===== src/rtl/core/rcbp_pkg.sv =====
// rcbp_pkg: shared types and constants for the remote command byte parser
// used by rcbp_csr, rcbp_core and the top level; depends on nothing
package rcbp_pkg;

   localparam int FRAME_BYTES = 50;
   localparam int FRAME_POS_W = $clog2(FRAME_BYTES + 1);

   localparam int CSR_ADDR_W = 4;

   // register indexes on the csr port
   localparam logic [1:0] REG_SPEED_STEP = 2'd0;
   localparam logic [1:0] REG_SPEED_MIN  = 2'd1;
   localparam logic [1:0] REG_SPEED_MAX  = 2'd2;

   localparam logic [15:0] SPEED_STEP_RST = 16'd50;
   localparam logic [15:0] SPEED_MIN_RST  = 16'd0;
   localparam logic [15:0] SPEED_MAX_RST  = 16'd5000;

   // command bytes
   localparam logic [7:0] BYTE_DIR_FIRST = 8'h41;
   localparam logic [7:0] BYTE_DIR_LAST  = 8'h48;
   localparam logic [7:0] BYTE_DIR_STOP  = 8'h5A;
   localparam logic [7:0] BYTE_DIR_RAW   = 8'd10;
   localparam logic [7:0] BYTE_SLOWER    = 8'h59;
   localparam logic [7:0] BYTE_FASTER    = 8'h58;
   localparam logic [7:0] BYTE_OPEN      = 8'h7B;
   localparam logic [7:0] BYTE_CLOSE     = 8'h7D;
   localparam logic [7:0] BYTE_REPORT    = 8'h50;
   localparam logic [7:0] ID_NONE        = 8'h23;
   localparam logic [7:0] ID_GAIN_P      = 8'h30;
   localparam logic [7:0] ID_GAIN_I      = 8'h31;
   localparam logic [7:0] ID_SPEED       = 8'h32;
   localparam logic [7:0] ASCII_ZERO     = 8'h30;

   typedef struct packed {
      logic        [15:0] speed_step;
      logic signed [15:0] speed_min;
      logic signed [15:0] speed_max;
   } cfg_type;

   typedef struct packed {
      logic        [3:0]  direction;
      logic signed [31:0] speed;
      logic signed [31:0] gain_p;
      logic signed [31:0] gain_i;
      logic               report_request;
      logic               frame_closed;
   } result_type;

endpackage


===== src/rtl/core/rcbp_csr.sv =====
// rcbp_csr: apb-style register file for speed step and speed clamps
// depends on rcbp_pkg
module rcbp_csr (
   input  logic                            clock,
   input  logic                            reset,
   input  logic                            psel,
   input  logic                            penable,
   input  logic                            pwrite,
   input  logic [rcbp_pkg::CSR_ADDR_W-1:0] paddr,
   input  logic [31:0]                     pwdata,
   output logic [31:0]                     prdata,
   output logic                            pready,
   output rcbp_pkg::cfg_type               cfg
);
   import rcbp_pkg::*;

   cfg_type    cfg_ff;
   cfg_type    cfg_in;
   logic       wr_en;
   logic [1:0] reg_idx;

   assign pready  = 1'b1;
   assign reg_idx = paddr[3:2];
   assign wr_en   = psel && penable && pwrite && pready;

   always_comb begin
      cfg_in = cfg_ff;
      if (wr_en) begin
         case (reg_idx)
            REG_SPEED_STEP: cfg_in.speed_step = pwdata[15:0];
            REG_SPEED_MIN:  cfg_in.speed_min  = signed'(pwdata[15:0]);
            REG_SPEED_MAX:  cfg_in.speed_max  = signed'(pwdata[15:0]);
            default:        cfg_in = cfg_ff;
         endcase
      end
   end

   always_ff @(posedge clock) begin
      if (reset) begin
         cfg_ff.speed_step <= SPEED_STEP_RST;
         cfg_ff.speed_min  <= signed'(SPEED_MIN_RST);
         cfg_ff.speed_max  <= signed'(SPEED_MAX_RST);
      end else begin
         cfg_ff <= cfg_in;
      end
   end

   always_comb begin
      case (reg_idx)
         REG_SPEED_STEP: prdata = {16'd0, cfg_ff.speed_step};
         REG_SPEED_MIN:  prdata = 32'(cfg_ff.speed_min);
         REG_SPEED_MAX:  prdata = 32'(cfg_ff.speed_max);
         default:        prdata = 32'd0;
      endcase
   end

   assign cfg = cfg_ff;
endmodule


===== src/rtl/core/rcbp_core.sv =====
// rcbp_core: parser state and the per-byte update (direction, speed, frames)
// depends on rcbp_pkg
module rcbp_core (
   input  logic                   clock,
   input  logic                   reset,
   input  logic                   step,
   input  logic [7:0]             rx_byte,
   input  rcbp_pkg::cfg_type      cfg,
   output rcbp_pkg::result_type   result
);
   import rcbp_pkg::*;

   logic        [3:0]             dir_ff, dir_in;
   logic signed [31:0]            speed_ff, speed_in;
   logic signed [31:0]            gain_p_ff, gain_p_in;
   logic signed [31:0]            gain_i_ff, gain_i_in;
   logic                          in_frame_ff, in_frame_in;
   logic        [FRAME_POS_W-1:0] pos_ff, pos_in;
   logic        [7:0]             id_ff, id_in;
   logic        [7:0]             byte3_ff, byte3_in;
   logic signed [31:0]            acc_ff, acc_in;

   logic signed [33:0] speed_dn;
   logic signed [33:0] speed_up;
   logic signed [36:0] acc_wide;
   logic signed [36:0] acc_sum;
   logic signed [9:0]  digit;
   logic signed [31:0] acc_sat;
   logic               frame_open;
   logic               store;
   logic               report;
   logic               closed;

   localparam logic signed [36:0] SAT_HI = 37'sd2147483647;
   localparam logic signed [36:0] SAT_LO = -37'sd2147483648;

   assign speed_dn = 34'(speed_ff) - signed'({18'd0, cfg.speed_step});
   assign speed_up = 34'(speed_ff) + signed'({18'd0, cfg.speed_step});

   // times ten as two shifts, then the digit
   assign acc_wide = 37'(acc_ff);
   assign digit    = signed'({2'b00, rx_byte}) - signed'({2'b00, ASCII_ZERO});
   assign acc_sum  = (acc_wide <<< 3) + (acc_wide <<< 1) + 37'(digit);
   assign acc_sat  = (acc_sum > SAT_HI) ? 32'sh7FFFFFFF :
                     (acc_sum < SAT_LO) ? 32'sh80000000 : acc_sum[31:0];

   assign frame_open = in_frame_ff || (rx_byte == BYTE_OPEN);
   assign store      = (rx_byte != BYTE_CLOSE) && frame_open &&
                       (pos_ff < FRAME_POS_W'(FRAME_BYTES));

   always_comb begin
      dir_in      = dir_ff;
      speed_in    = speed_ff;
      gain_p_in   = gain_p_ff;
      gain_i_in   = gain_i_ff;
      in_frame_in = frame_open;
      pos_in      = pos_ff;
      id_in       = id_ff;
      byte3_in    = byte3_ff;
      acc_in      = acc_ff;
      report      = 1'b0;
      closed      = 1'b0;

      if (rx_byte inside {[BYTE_DIR_FIRST:BYTE_DIR_LAST]}) begin
         dir_in = rx_byte[3:0];
      end else if (rx_byte == BYTE_DIR_STOP) begin
         dir_in = 4'd0;
      end else if (rx_byte <= BYTE_DIR_RAW) begin
         dir_in = rx_byte[3:0];
      end else if (rx_byte == BYTE_SLOWER) begin
         // lower clamp keeps the result in range
         speed_in = (speed_dn < 34'(cfg.speed_min)) ? 32'(cfg.speed_min) : speed_dn[31:0];
      end else if (rx_byte == BYTE_FASTER) begin
         speed_in = (speed_up > 34'(cfg.speed_max)) ? 32'(cfg.speed_max) : speed_up[31:0];
      end

      if (rx_byte == BYTE_CLOSE) begin
         if (in_frame_ff) begin
            closed = 1'b1;
            if (byte3_ff == BYTE_REPORT) begin
               report = 1'b1;
            end else if (id_ff != ID_NONE) begin
               case (id_ff)
                  ID_GAIN_P: gain_p_in = acc_ff;
                  ID_GAIN_I: gain_i_in = acc_ff;
                  ID_SPEED:  speed_in  = acc_ff;
                  default:   gain_p_in = gain_p_ff;
               endcase
            end
         end
         in_frame_in = 1'b0;
         pos_in      = '0;
         id_in       = 8'd0;
         byte3_in    = 8'd0;
         acc_in      = 32'sd0;
      end else if (store) begin
         if (pos_ff == FRAME_POS_W'(1)) id_in = rx_byte;
         if (pos_ff == FRAME_POS_W'(3)) byte3_in = rx_byte;
         if (pos_ff >= FRAME_POS_W'(3)) acc_in = acc_sat;
         pos_in = pos_ff + FRAME_POS_W'(1);
      end
   end

   always_ff @(posedge clock) begin
      if (reset) begin
         dir_ff      <= 4'd0;
         speed_ff    <= 32'sd0;
         gain_p_ff   <= 32'sd0;
         gain_i_ff   <= 32'sd0;
         in_frame_ff <= 1'b0;
         pos_ff      <= '0;
         id_ff       <= 8'd0;
         byte3_ff    <= 8'd0;
         acc_ff      <= 32'sd0;
      end else if (step) begin
         dir_ff      <= dir_in;
         speed_ff    <= speed_in;
         gain_p_ff   <= gain_p_in;
         gain_i_ff   <= gain_i_in;
         in_frame_ff <= in_frame_in;
         pos_ff      <= pos_in;
         id_ff       <= id_in;
         byte3_ff    <= byte3_in;
         acc_ff      <= acc_in;
      end
   end

   assign result.direction      = dir_in;
   assign result.speed          = speed_in;
   assign result.gain_p         = gain_p_in;
   assign result.gain_i         = gain_i_in;
   assign result.report_request = report;
   assign result.frame_closed   = closed;
endmodule


===== src/rtl/core/remote_command_byte_parser.sv =====
// remote_command_byte_parser: top level with input stage, result stage and csr port
// depends on rcbp_pkg, rcbp_csr and rcbp_core
//
// Takes one received byte per beat and returns one result beat per byte with the
// direction, speed setpoint, both gains and the frame close / report pulses after
// that byte. Sustained rate is one byte per clock while rsp_ready stays high; an
// accepted byte reaches the result register through an input register and one
// state update stage whose longest path is the times-ten saturating accumulate.
// req_ready only drops when both the input register and the result register are
// full and rsp_ready is low. Registers: speed_step at 0x0, speed_min at 0x4,
// speed_max at 0x8; write them only while no beat is in flight.
module remote_command_byte_parser (
   input  logic                            clock,
   input  logic                            reset,
   input  logic                            req_valid,
   output logic                            req_ready,
   input  logic [7:0]                      req_rx_byte,
   output logic                            rsp_valid,
   input  logic                            rsp_ready,
   output logic [3:0]                      rsp_direction,
   output logic signed [31:0]              rsp_speed,
   output logic signed [31:0]              rsp_gain_p,
   output logic signed [31:0]              rsp_gain_i,
   output logic                            rsp_report_request,
   output logic                            rsp_frame_closed,
   input  logic                            psel,
   input  logic                            penable,
   input  logic                            pwrite,
   input  logic [rcbp_pkg::CSR_ADDR_W-1:0] paddr,
   input  logic [31:0]                     pwdata,
   output logic [31:0]                     prdata,
   output logic                            pready
);
   import rcbp_pkg::*;

   cfg_type    cfg;
   result_type result;
   result_type rsp_ff;
   logic       in_valid_ff, in_valid_in;
   logic [7:0] in_byte_ff;
   logic       rsp_valid_ff, rsp_valid_in;
   logic       advance;
   logic       req_take;

   assign advance   = in_valid_ff && (!rsp_valid_ff || rsp_ready);
   assign req_ready = !in_valid_ff || advance;
   assign req_take  = req_valid && req_ready;

   always_comb begin
      in_valid_in = in_valid_ff;
      if (req_take) begin
         in_valid_in = 1'b1;
      end else if (advance) begin
         in_valid_in = 1'b0;
      end
      rsp_valid_in = rsp_valid_ff;
      if (advance) begin
         rsp_valid_in = 1'b1;
      end else if (rsp_ready) begin
         rsp_valid_in = 1'b0;
      end
   end

   always_ff @(posedge clock) begin
      if (reset) begin
         in_valid_ff  <= 1'b0;
         rsp_valid_ff <= 1'b0;
      end else begin
         in_valid_ff  <= in_valid_in;
         rsp_valid_ff <= rsp_valid_in;
      end
   end

   always_ff @(posedge clock) begin
      if (req_take) begin
         in_byte_ff <= req_rx_byte;
      end
      if (advance) begin
         rsp_ff <= result;
      end
   end

   rcbp_csr u_csr (
      .clock   (clock),
      .reset   (reset),
      .psel    (psel),
      .penable (penable),
      .pwrite  (pwrite),
      .paddr   (paddr),
      .pwdata  (pwdata),
      .prdata  (prdata),
      .pready  (pready),
      .cfg     (cfg)
   );

   rcbp_core u_core (
      .clock   (clock),
      .reset   (reset),
      .step    (advance),
      .rx_byte (in_byte_ff),
      .cfg     (cfg),
      .result  (result)
   );

   assign rsp_valid          = rsp_valid_ff;
   assign rsp_direction      = rsp_ff.direction;
   assign rsp_speed          = rsp_ff.speed;
   assign rsp_gain_p         = rsp_ff.gain_p;
   assign rsp_gain_i         = rsp_ff.gain_i;
   assign rsp_report_request = rsp_ff.report_request;
   assign rsp_frame_closed   = rsp_ff.frame_closed;
endmodule


===== config.mk =====
export PLATFORM = sky130hd
export DESIGN_NAME = remote_command_byte_parser
export DESIGN_NICKNAME = d
export VERILOG_FILES = /design/src/rtl/core/rcbp_pkg.sv /design/src/rtl/core/rcbp_csr.sv /design/src/rtl/core/rcbp_core.sv /design/src/rtl/core/remote_command_byte_parser.sv
export SDC_FILE = /design/constraint.sdc
export NUM_CORES = 1
export LEC_CHECK = 0
export BUFFER_PORTS_ARGS = -buffer_cell sky130_fd_sc_hd__buf_4
export CORE_UTILIZATION = 62
export CTS_BUF_LIST = sky130_fd_sc_hd__clkbuf_16
export CTS_CLUSTER_SIZE = 12
export DETAILED_ROUTE_END_ITERATION = 10
export HOLD_SLACK_MARGIN = 0.08
export PLACE_DENSITY = 0.83
export SYNTH_ARGS = -nofsm -noshare
export SYNTH_HDL_FRONTEND = slang
export SYNTH_SLANG_ARGS = --single-unit
export TNS_END_PERCENT = 50

===== constraint.sdc =====
create_clock -name clock -period 10.5 [get_ports clock]
set_input_delay 1.575 -clock clock [delete_from_list [all_inputs] [get_ports clock]]
set_output_delay 1.575 -clock clock [all_outputs]
set_load 0.03 [all_outputs]

Word-level counts from Yosys, hierarchy flattened
Index checks and enable logic that the tools add are counted.
{ "op_classes": {"mul": 0, "reduce_logical": 27, "mux": 46, "addsub": 6, "n_eq_ne": 15, "n_lt_le_gt_ge": 9, "bitwise": 0, "n_shift": 0, "n_div": 0} }
{ "ops": {"columns": ["op", "count"], "rows": [
  ["$mux W32", 27],
  ["$pmux W32 S3", 1],
  ["$eq A8 B7 Y1 const B", 6],
  ["$mux W8", 6],
  ["$add A36 B9 Y37", 1],
  ["$gt A37 B32 Y1 const B", 1],
  ["$lt A37 B32 Y1 const B", 1],
  ["$add A35 B33 Y36", 1],
  ["$add A32 B17 Y33", 1],
  ["$gt A33 B16 Y1", 1],
  ["$lt A33 B16 Y1", 1],
  ["$sub A32 B17 Y33", 1],
  ["$eq A8 B6 Y1 const B", 3],
  ["$mux W4", 3],
  ["$mux W6", 2],
  ["$reduce_bool A2 Y1", 6],
  ["$reduce_and A2 Y1", 5],
  ["$reduce_and A3 Y1", 3],
  ["$sub A8 B6 Y9 const B", 1],
  ["$ge A8 B7 Y1 const B", 1],
  ["$le A8 B4 Y1 const B", 1],
  ["$le A8 B7 Y1 const B", 1],
  ["$ne A8 B6 Y1 const B", 1],
  ["$ne A8 B7 Y1 const B", 1],
  ["12 further kinds", 27]
]} }
{ "word_totals": {"in_bits": 51, "register_bits": 315, "mem_bits_ro": 0, "latchBits": 0, "out_inout_bits": 137, "mem_bits_rw": 0, "wordCells": 124, "n_memories": 0} }

Depth between registers and ports, before layout
Gate-level depths: netlist (run 1).
{ "logic_depth": {"depth_word": 13, "depth_mapped": 24, "mapped_depth_nobuf": 22} }

By module
Synthesis (run 1) repeated with hierarchy kept, for this count alone.
{ "hier_totals": {"cells_unflattened": 2275, "area_unflattened_um2": 20671.1} }
{ "by_module_without_submodules": {"columns": ["module", "area_each_um2", "cells_each", "n_inst", "seq_area_each_um2"], "rows": [
  ["rcbp_core", 14828.0, 1901, 1, 3103.0],
  ["remote_command_byte_parser", 3407.0, 120, 1, 3343.2],
  ["rcbp_csr", 2436.1, 254, 1, 960.9]
]} }

Worst setup path after synthesis (run 1)
No wires, ideal clock.
{ "synth_path": {"kind": "input port to flip-flop", "startpoint": "in rsp_ready", "endpoint": "reg rsp_ff (netlist bit rsp_direction[0]) (enable)", "n_path_buf": 2, "required_time_ns": 9.994, "arrival_ns": 5.408, "cell_stages": 5, "setup_ns": 0.506, "path_slack_ns": 4.586, "path_cell_list": "and2b_2 > or2b_4 > clkinv_1 > clkbuf_1 > clkbuf_1"} }
{ "synth_between": {"elab_chain_len": 2} }
{ "synth_rtl": {"columns": ["item", "line_no", "text"], "rows": [
  ["start, declared", "remote_command_byte_parser.sv:19", "input logic rsp_ready,"],
  ["$logic_or A1 B1 Y1", "remote_command_byte_parser.sv:45", "assign advance = in_valid_ff && (!rsp_valid_ff || rsp_ready);"],
  ["$logic_and A1 B1 Y1", "remote_command_byte_parser.sv:45", null],
  ["net advance", "remote_command_byte_parser.sv:42", "logic advance;"],
  ["end signal, assigned", "remote_command_byte_parser.sv:79", "rsp_ff <= result;"],
  ["end, declared", "remote_command_byte_parser.sv:38", "result_type rsp_ff;"]
]} }
The timed path passes the listed nets, and every way through them passes these cells.
A chain may end at the register's enable or synchronous reset.

==> impl_metrics.yaml, run 1 <==
worst_setup_path:
  timing.critical_path.required_ns: 10.93
  worst_setup_path_start_kind: "flop"
  crit_fanout: 23
  crit_path_cell_trace: "inv_1, ha_1, nor2b_1, a2111oi_0, nand2_1, o211ai_1, a21boi_1, o21ai_1, nor2b_1, xor2_1, ha_1, nand3_1, nor4_1, a31oi_1, and2_1, a22oi_2, buf_4, and2_0, a41oi_1, a31oi_1, nor2_1, a211oi_1"
  crit_path_max_incr_delay_ns: 0.59
  arrival_ns: 7.04
  cp_slowest_cell: "sky130_fd_sc_hd__a2111oi_0"
  setup.worst_path.end_class: "flop"
  critical_path_class: "reg2reg"
logic_synthesis:
  syn_area_mm2: 0.02043
  number_of_enable_type_register_cells_in_the_synthesized_netlist: 110
  synth_sequential_area_ratio_pct: 36.26
  post_synth.cell_area_avg_um2: 8.824
  synth.yosys.warnings: 0
  ys_seq_elements: 315
  synthArstFlopShare_pct: 0
  synthesis.instances: 2315
  synth_fp_nets: 2539
  netlist-cell-type-count: 105
  synth_flop_cell: "sky130_fd_sc_hd__dfxtp_1"
sta:
  slew_headroom_pct: 26.21
  final_max_slew_viol_count: 0
  hold_violations: 0
  final.hold.worst_slack_ns: 0.4534
  rsz0062_at_grt: "false"
  fin_skew_ns: 0.02517
  post-route-min-period_ns: 6.609
  final_min_period_over_clock_period_pct: 62.94
  max_freq_ghz: 0.1513
  report.final.setup_viol: 0
  slew_at_the_pin_closest_to_its_max_slew_limit_ns: 1.107
  timing.setup.tns_ns: 0
cts:
  cts-root-to-sink-buffers: 3
  tritoncts: "built"
  worst_skew_pair.late_latency_ns: 0.54
  cts_resized: 0
  cts_buffer_count: 35
  htree_num_levels: 2
  post-cts-setup-buffer-count: 0
  ctsHoldBuffers: 0
  number_of_clock_sinks: 315
  root_buffer: "sky130_fd_sc_hd__clkbuf_16"
  clkTransAtPathRegs_ns: 0.06
global_routing:
  grtUsageTotal_pct: 36.66
  first_pass_grt_wire_length_mm: 95.77
  grt_pass1_vias: 17259
  grt_antenna_before_repair: 0
  globalRoute.totalOverflow: 0
  grt_max_degree: 79
floorplan:
  die_h_um: 183.5
  floorplan.die_area_mm2: 0.03368
  die_width_um: 183.5
  top_level_ports: 188
  initial_utilization_pct: 62.94
  core.rowCount: 66
  core-area_mm2: 0.03245
route:
  drt-vias-per-instance: 6.353
  via_count: 18196
  route.final.wire_length_mm: 62.31
  drt-pass1-iter-count: 6
  postRouteAntennaNets: 0
  detail_route.wl_per_cell_um: 21.76
  drt_drc_violations_left: 0
  drt_iter0_drc: 1725
power_and_ir_drop:
  power.density_cell_area_mw_per_mm2: 132.4
  leakagePower_nw: 9.348
  vdd_drop_max_mv: 0.1347
  comb_power_share_pct: 18.0
  switchingPower_mw: 0.8785
  power.internal_mw: 2.133
  swShare_pct: 29.17
  pwr-share-seq_pct: 44.0
  power.share.clock_pct: 38.1
place:
  hpwlAfterDp_mm: 44.92
  area_after_detailed_placement_mm2: 0.02170
  globalplace.congestion: 0.9510
  port_buffers: 168
run:
  max-cap-violations: 0
min_path:
  hold_class: "reg2reg"
final_layout:
  layout.area.seq_mm2: 0.007407
  nFillCells: 2485
  inserted_diodes: 0
  area_used_by_multi_input_combinational_logic_mm2: 0.01188
  design.final.nets: 2620
  share_of_final_layout_standard_cells_stronger_than_drive_strength_1_pct: 14.29
  syn_to_final_growth_pct: 11.40
  final_area_mm2: 0.02276
outcome:
  status: "complete, no violations"
==> worst paths after layout <==
| kind | from | endpoint | slack, ns | cells past startpoint |
|---|---|---|---|---|
| worst min-delay path | u_core.gain_p_ff[17]$_SDFFE_PP0P_ | u_core.gain_p_ff[17]$_SDFFE_PP0P_ | 0.45 | 2 |
| worst max register to register | u_csr.cfg[38]$_SDFFE_PP0P_ | u_core.speed_ff[30]$_SDFFE_PP0P_ | 3.89 | 22 |
| worst min register to register | u_core.gain_p_ff[17]$_SDFFE_PP0P_ | u_core.gain_p_ff[17]$_SDFFE_PP0P_ | 0.45 | 2 |
| worst max-delay path | u_csr.cfg[38]$_SDFFE_PP0P_ | u_core.speed_ff[30]$_SDFFE_PP0P_ | 3.89 | 22 |
==> stage by stage <==
stage	total power, mW	util, %	instances	setup WS (ns)
final	3.012	70.12	2864	3.891
after global routing	3.115	70.12	2864	3.490
after CTS	3.011	70.12	2864	4.030
after detailed placement	1.877	66.85	2801	4.083
after global placement	1.866	66.85	2801	4.176
after floorplan	1.718	-	2315	4.586
==> cells in the final DEF (no fill, tap or decap), types with 7 or more instances in the layout <==
cell,netlist,final
sky130_fd_sc_hd__a211oi_1,24,24
sky130_fd_sc_hd__a21o_1,47,47
sky130_fd_sc_hd__a21oi_1,214,214
sky130_fd_sc_hd__a221o_1,31,31
sky130_fd_sc_hd__a22oi_1,12,12
sky130_fd_sc_hd__a311oi_1,8,8
sky130_fd_sc_hd__a31oi_1,18,18
sky130_fd_sc_hd__and2_1,10,10
sky130_fd_sc_hd__and3_1,10,10
sky130_fd_sc_hd__and4_1,8,8
sky130_fd_sc_hd__buf_4,17,191
sky130_fd_sc_hd__clkbuf_16,0,36
sky130_fd_sc_hd__dfxtp_1,205,205
sky130_fd_sc_hd__edfxtp_1,110,110
sky130_fd_sc_hd__fa_1,34,34
sky130_fd_sc_hd__ha_1,139,139
sky130_fd_sc_hd__inv_1,109,122
sky130_fd_sc_hd__mux2_2,63,63
sky130_fd_sc_hd__mux2i_1,36,36
sky130_fd_sc_hd__nand2_1,340,340
sky130_fd_sc_hd__nand2b_1,9,9
sky130_fd_sc_hd__nand3_1,46,46
sky130_fd_sc_hd__nand4_1,23,23
sky130_fd_sc_hd__nor2_1,165,165
sky130_fd_sc_hd__nor2b_1,17,17
sky130_fd_sc_hd__nor3_1,49,47
sky130_fd_sc_hd__nor3b_1,9,7
sky130_fd_sc_hd__nor4_1,12,12
sky130_fd_sc_hd__o211ai_1,28,28
sky130_fd_sc_hd__o21a_1,27,27
sky130_fd_sc_hd__o21ai_0,85,85
sky130_fd_sc_hd__o21ai_1,12,12
sky130_fd_sc_hd__o21bai_1,9,9
sky130_fd_sc_hd__o221ai_1,11,11
sky130_fd_sc_hd__o22ai_1,15,15
sky130_fd_sc_hd__o31ai_1,15,15
sky130_fd_sc_hd__or3_1,20,20
sky130_fd_sc_hd__xnor2_1,62,62
sky130_fd_sc_hd__xor2_1,28,28
==> area by class of cell <==
type	instances	area share, %
Multi-Input combinational cell	1741	52.19
Sequential cell	315	32.55
Timing Repair Buffer	191	6.301
Clock buffer	36	3.959
Tap cell	442	2.430
Inverter	112	1.869
Clock inverter	27	0.6983
==> cells in the mapped netlist (all sizes together) (21+ instances only) <==
library cell  count  area share [%]
a211oi           25            0.94
a21o             48             1.8
a21oi           214             5.2
a221o            31             1.5
buf              50             1.7
clkbuf           96             1.9
dfxtp           205              20
edfxtp          110              16
fa               34             3.3
ha              139             8.5
inv             111             2.0
mux2             63             3.5
mux2i            37             1.8
nand2           340             6.2
nand3            46             1.1
nand4            23            0.70
nor2            166             3.1
nor3             50             1.2
o211ai           29             1.1
o21a             27            0.99
o21ai            98             2.4
or3              21            0.67
xnor2            62             2.7
xor2             28             1.2
==> metal layers <==
metal / global-route usage [%] / up-vias / share of wire, %
li1: - / 8459 / -
met1: 47.68 / 8698 / 40
met2: 59.79 / 874 / 47
met3: 6.656 / 165 / 8.5
met4: 15.63 / 0 / 4.3
met5: 0 / - / 0
==> logic make-up after synthesis <==
group / Yosys count / share of synthesized area [%]
mux: 100 / 5.304
other cells: 1 / 0.01836
fa+ha+maj: 173 / 11.85
compound gates: 622 / 20.04
flops: 315 / 36.26
simple gates: 755 / 16.97
xor+xnor: 90 / 3.859
buf+inv: 259 / 5.696
==> state kept, by name (all words and copies together) (netlist names) <==
signal / flops
u_core.pos_ff: 6
u_core.gain_p_ff: 32
rsp_frame_closed: 1
rsp_speed: 32
u_core.acc_ff: 32
rsp_direction: 4
u_core.speed_ff: 32
rsp_report_request: 1
u_csr.cfg: 48
u_core.dir_ff: 4
rsp_gain_p: 32
rsp_valid: 1
in_byte_ff: 8
u_core.gain_i_ff: 32
in_valid_ff: 1
u_core.byte3_ff: 8
u_core.id_ff: 8
u_core.in_frame_ff: 1
rsp_gain_i: 32
==> power by group through the flow <==
stage	clock network, mW	registers (mW)	logic [mW]
after floorplan	0	1.38	0.340
after global placement	0	1.35	0.518
after detailed placement	0	1.35	0.528
after CTS	1.16	1.32	0.532
after global routing	1.21	1.33	0.582
final	1.15	1.32	0.541
==> critical path, delay by kind of cell (launching register included) <==
kind	cells	cell delay [ns]
AO/OA/AOI/OAI	9	3.02
AND/OR/NAND/NOR	8	1.71
XOR/XNOR	1	0.18
flip-flops	1	0.40
buffers and inverters	2	0.36
adder cells (fa/ha/maj)	2	0.82
(Power assumes the default switching activity.)
==> inputs of run 2 (changes only) <==
- ABC_AREA: unset -> 1
- PLACE_DENSITY: 0.83 -> 0.82
- clock period: 10.5 -> 6.6 ns (I/O delays scaled with it)
==> run 2 against run 1 <==
Net effect:
- synthesized cell count grew 43%
- critical path depth shrank 1
- clock power grew 70%
- worst setup slack lost 2.7 ns
- final area grew 8.8%
- highest routed layer is now met5
==> impl_metrics.yaml, run 2 <==
outcome:
  status: "complete, no violations"
logic_synthesis:
  ys_top_cells_by_area: "sky130_fd_sc_hd__dfxtp_1 (18%), sky130_fd_sc_hd__nand2_1 (16%), sky130_fd_sc_hd__edfxtp_1 (15%)"
  top_cell_types_by_occurrence_after_synthesis: "sky130_fd_sc_hd__nand2_1 (978), sky130_fd_sc_hd__inv_1 (452), sky130_fd_sc_hd__a21oi_1 (303), sky130_fd_sc_hd__nor2_1 (244), sky130_fd_sc_hd__o21ai_0 (212)"
  synthArstFlopShare_pct: 0
  synth_fp_nets: 3540
  post_synth.cell_area_avg_um2: 6.774
  synth_flop_cell: "sky130_fd_sc_hd__dfxtp_1"
  synthesis.instances: 3316
  syn_area_mm2: 0.02246
  synth_largest_type_area_fraction_pct: 18.27
  netlist-cell-type-count: 54
  yosysMostFrequentCell: "sky130_fd_sc_hd__nand2_1"
  number_of_enable_type_register_cells_in_the_synthesized_netlist: 110
  ys_seq_elements: 315
  synth_sequential_area_ratio_pct: 32.98
  yosys.area.top_type: "sky130_fd_sc_hd__dfxtp_1"
  synth.yosys.warnings: 0
place:
  placedCellCount: 3801
  port_buffers: 168
  globalplace.congestion: 1.059
  hpwlAfterDp_mm: 54.09
  pre_cts_ws_ns: 1.320
sta:
  post-route-min-period_ns: 5.417
  final_max_slew_viol_count: 0
  rsz0062_at_grt: "false"
  hold_violations: 0
  slew_headroom_pct: 9.949
  fin_skew_ns: 0.02026
  final_min_period_over_clock_period_pct: 82.08
  layout_setup_ws_ns: 1.183
  report.final.setup_viol: 0
  slew_at_the_pin_closest_to_its_max_slew_limit_ns: 1.349
  timing.setup.tns_ns: 0
  max_freq_ghz: 0.1846
floorplan:
  initial_utilization_pct: 63.15
  core-area_mm2: 0.03557
  die_width_um: 192.3
  floorplan.die_area_mm2: 0.03699
  core.rowCount: 69
  die_h_um: 192.3
  top_level_ports: 188
global_routing:
  first_pass_grt_wire_length_mm: 114.1
  globalRoute.totalOverflow: 0
  grt_pass1_vias: 21680
  grtUsageTotal_pct: 39.76
  grt_max_degree: 210
  grt_antenna_before_repair: 1
power_and_ir_drop:
  pwr-share-seq_pct: 39.8
  switchingPower_mw: 1.880
  leakagePower_nw: 12.41
  vdd_drop_max_mv: 0.2417
  power.share.clock_pct: 35.4
  comb_power_share_pct: 24.8
  total_power_mw: 5.495
  swShare_pct: 34.22
  power.density_cell_area_mw_per_mm2: 221.9
  power.internal_mw: 3.615
route:
  drt_iter0_drc: 2162
  drt-vias-per-instance: 5.934
  drt_drc_violations_left: 0
  postRouteAntennaNets: 0
  via_count: 22933
  detail_route.wl_per_cell_um: 19.04
  route.final.wire_length_mm: 73.59
  drt-pass1-iter-count: 8
cts:
  htree_num_levels: 2
  cts-root-to-sink-buffers: 3
  root_buffer: "sky130_fd_sc_hd__clkbuf_16"
  ctsHoldBuffers: 0
  number_of_clock_sinks: 315
  worst_skew_pair.late_latency_ns: 0.58
  clkTransAtPathRegs_ns: 0.06
  cts_buffer_count: 36
  cts_resized: 0
  tritoncts: "built"
  post-cts-setup-buffer-count: 0
run:
  max-cap-violations: 0
final_layout:
  inserted_diodes: 0
  fin_cells: 3865
  largest_register_ffs: 48
  share_of_final_layout_standard_cells_stronger_than_drive_strength_1_pct: 8.020
  syn_to_final_growth_pct: 10.24
  most_frequent_cells_in_the_layout: "sky130_fd_sc_hd__nand2_1 (978), sky130_fd_sc_hd__inv_1 (460), sky130_fd_sc_hd__a21oi_1 (303)"
  design.final.nets: 3602
  final_common_cell: "sky130_fd_sc_hd__nand2_1"
worst_setup_path:
  worst-r2r-cell-count: 21
  crit_fanout: 17
  setup.worst_path.end_class: "flop"
  timing.critical_path.required_ns: 7.01
  worst_setup_path_start_kind: "flop"
  arrival_ns: 5.83
  critical_path_class: "reg2reg"
min_path:
  hold_class: "reg2reg"
  hold-path-cell-count: 2
## run 2: critical path: stages (launching register included)
cell and delay, ns:
sky130_fd_sc_hd__edfxtp_1 0.52, sky130_fd_sc_hd__ha_1 0.27, sky130_fd_sc_hd__nor2_1 0.14, sky130_fd_sc_hd__nand2_1 0.17
sky130_fd_sc_hd__inv_1 0.63, sky130_fd_sc_hd__buf_4 0.38, sky130_fd_sc_hd__fa_1 0.46, sky130_fd_sc_hd__ha_1 0.38
sky130_fd_sc_hd__nand2_1 0.11, sky130_fd_sc_hd__nor2_1 0.24, sky130_fd_sc_hd__nand2_1 0.12, sky130_fd_sc_hd__nor4_1 0.19
sky130_fd_sc_hd__nand2_1 0.16, sky130_fd_sc_hd__nand3_1 0.12, sky130_fd_sc_hd__nand2_1 0.07, sky130_fd_sc_hd__nor2_1 0.08
sky130_fd_sc_hd__nand4_1 0.08, sky130_fd_sc_hd__nand2_1 0.52, sky130_fd_sc_hd__buf_4 0.35, sky130_fd_sc_hd__nand2_1 0.09
sky130_fd_sc_hd__nand2_1 0.07, sky130_fd_sc_hd__a21oi_1 0.07
## run 2: path summary, 6_finish.rpt
path                                                   start  slack (ns)                             end
worst min register to register  u_core.id_ff[5]$_SDFFE_PP0P_        0.46    u_core.id_ff[5]$_SDFFE_PP0P_
worst max-delay path                 in_byte_ff[4]$_DFFE_PP_        1.18  u_core.acc_ff[21]$_SDFFE_PP0P_
worst max register to register       in_byte_ff[4]$_DFFE_PP_        1.18  u_core.acc_ff[21]$_SDFFE_PP0P_
worst min-delay path            u_core.id_ff[5]$_SDFFE_PP0P_        0.46    u_core.id_ff[5]$_SDFFE_PP0P_
## run 2: power by group through the flow
| stage | combinational (mW) | sequential [mW] | clock [mW] |
|---|---|---|---|
| 6_report | 1.36 | 2.19 | 1.95 |
| 5_1_grt | 1.50 | 2.19 | 2.03 |
| 3_5_place_dp | 1.32 | 2.22 | 0 |
| 2_1_floorplan | 0.908 | 2.26 | 0 |
| 3_3_place_gp | 1.29 | 2.22 | 0 |
| 4_1_cts | 1.33 | 2.18 | 1.95 |
## run 2: cell type report
cell class                 count  area (um^2)
sequential                   315         7407
fill                        2972        10810
clock buffer                  36        900.9
multi-input combinational   2381        12540
clock inverter                28        229.0
inverter                     461         1738
tap                          461        576.8
timing repair buffer         183         1374
## run 2: through the flow
| stage | utilization [%] | cell area, um^2 | hold slack, ns |
|---|---|---|---|
| 2_1_floorplan | - | 22460 | 0.4400 |
| 3_3_place_gp | 66.44 | 23630 | 0.4494 |
| 3_5_place_dp | 66.44 | 23630 | 0.4538 |
| 4_1_cts | 69.62 | 24760 | 0.4636 |
| 5_1_grt | 69.62 | 24760 | 0.4828 |
| 6_report | 69.62 | 24760 | 0.4638 |
## run 2: cell families after synthesis
| kind of cell | count (synthesis) | synth area share (%) |
|---|---|---|
| adders and majority gates | 173 | 10.77 |
| and+or+nand+nor | 1535 | 28.23 |
| xor gates and xnor gates | 56 | 2.184 |
| DFF | 315 | 32.98 |
| AOI/OAI and AO/OA | 616 | 14.54 |
| other | 1 | 0.01670 |
| buffers and inverters | 620 | 11.27 |
## run 2: layer usage
| metal | track usage (%) | up-vias | share of wire (%) |
|---|---|---|---|
| met5 | 0 | - | 0.018 |
| met4 | 19.53 | 2 | 5.1 |
| met3 | 6.656 | 267 | 8.4 |
| met2 | 66.64 | 1162 | 47 |
| met1 | 49.47 | 10700 | 39 |
| li1 | - | 10802 | - |
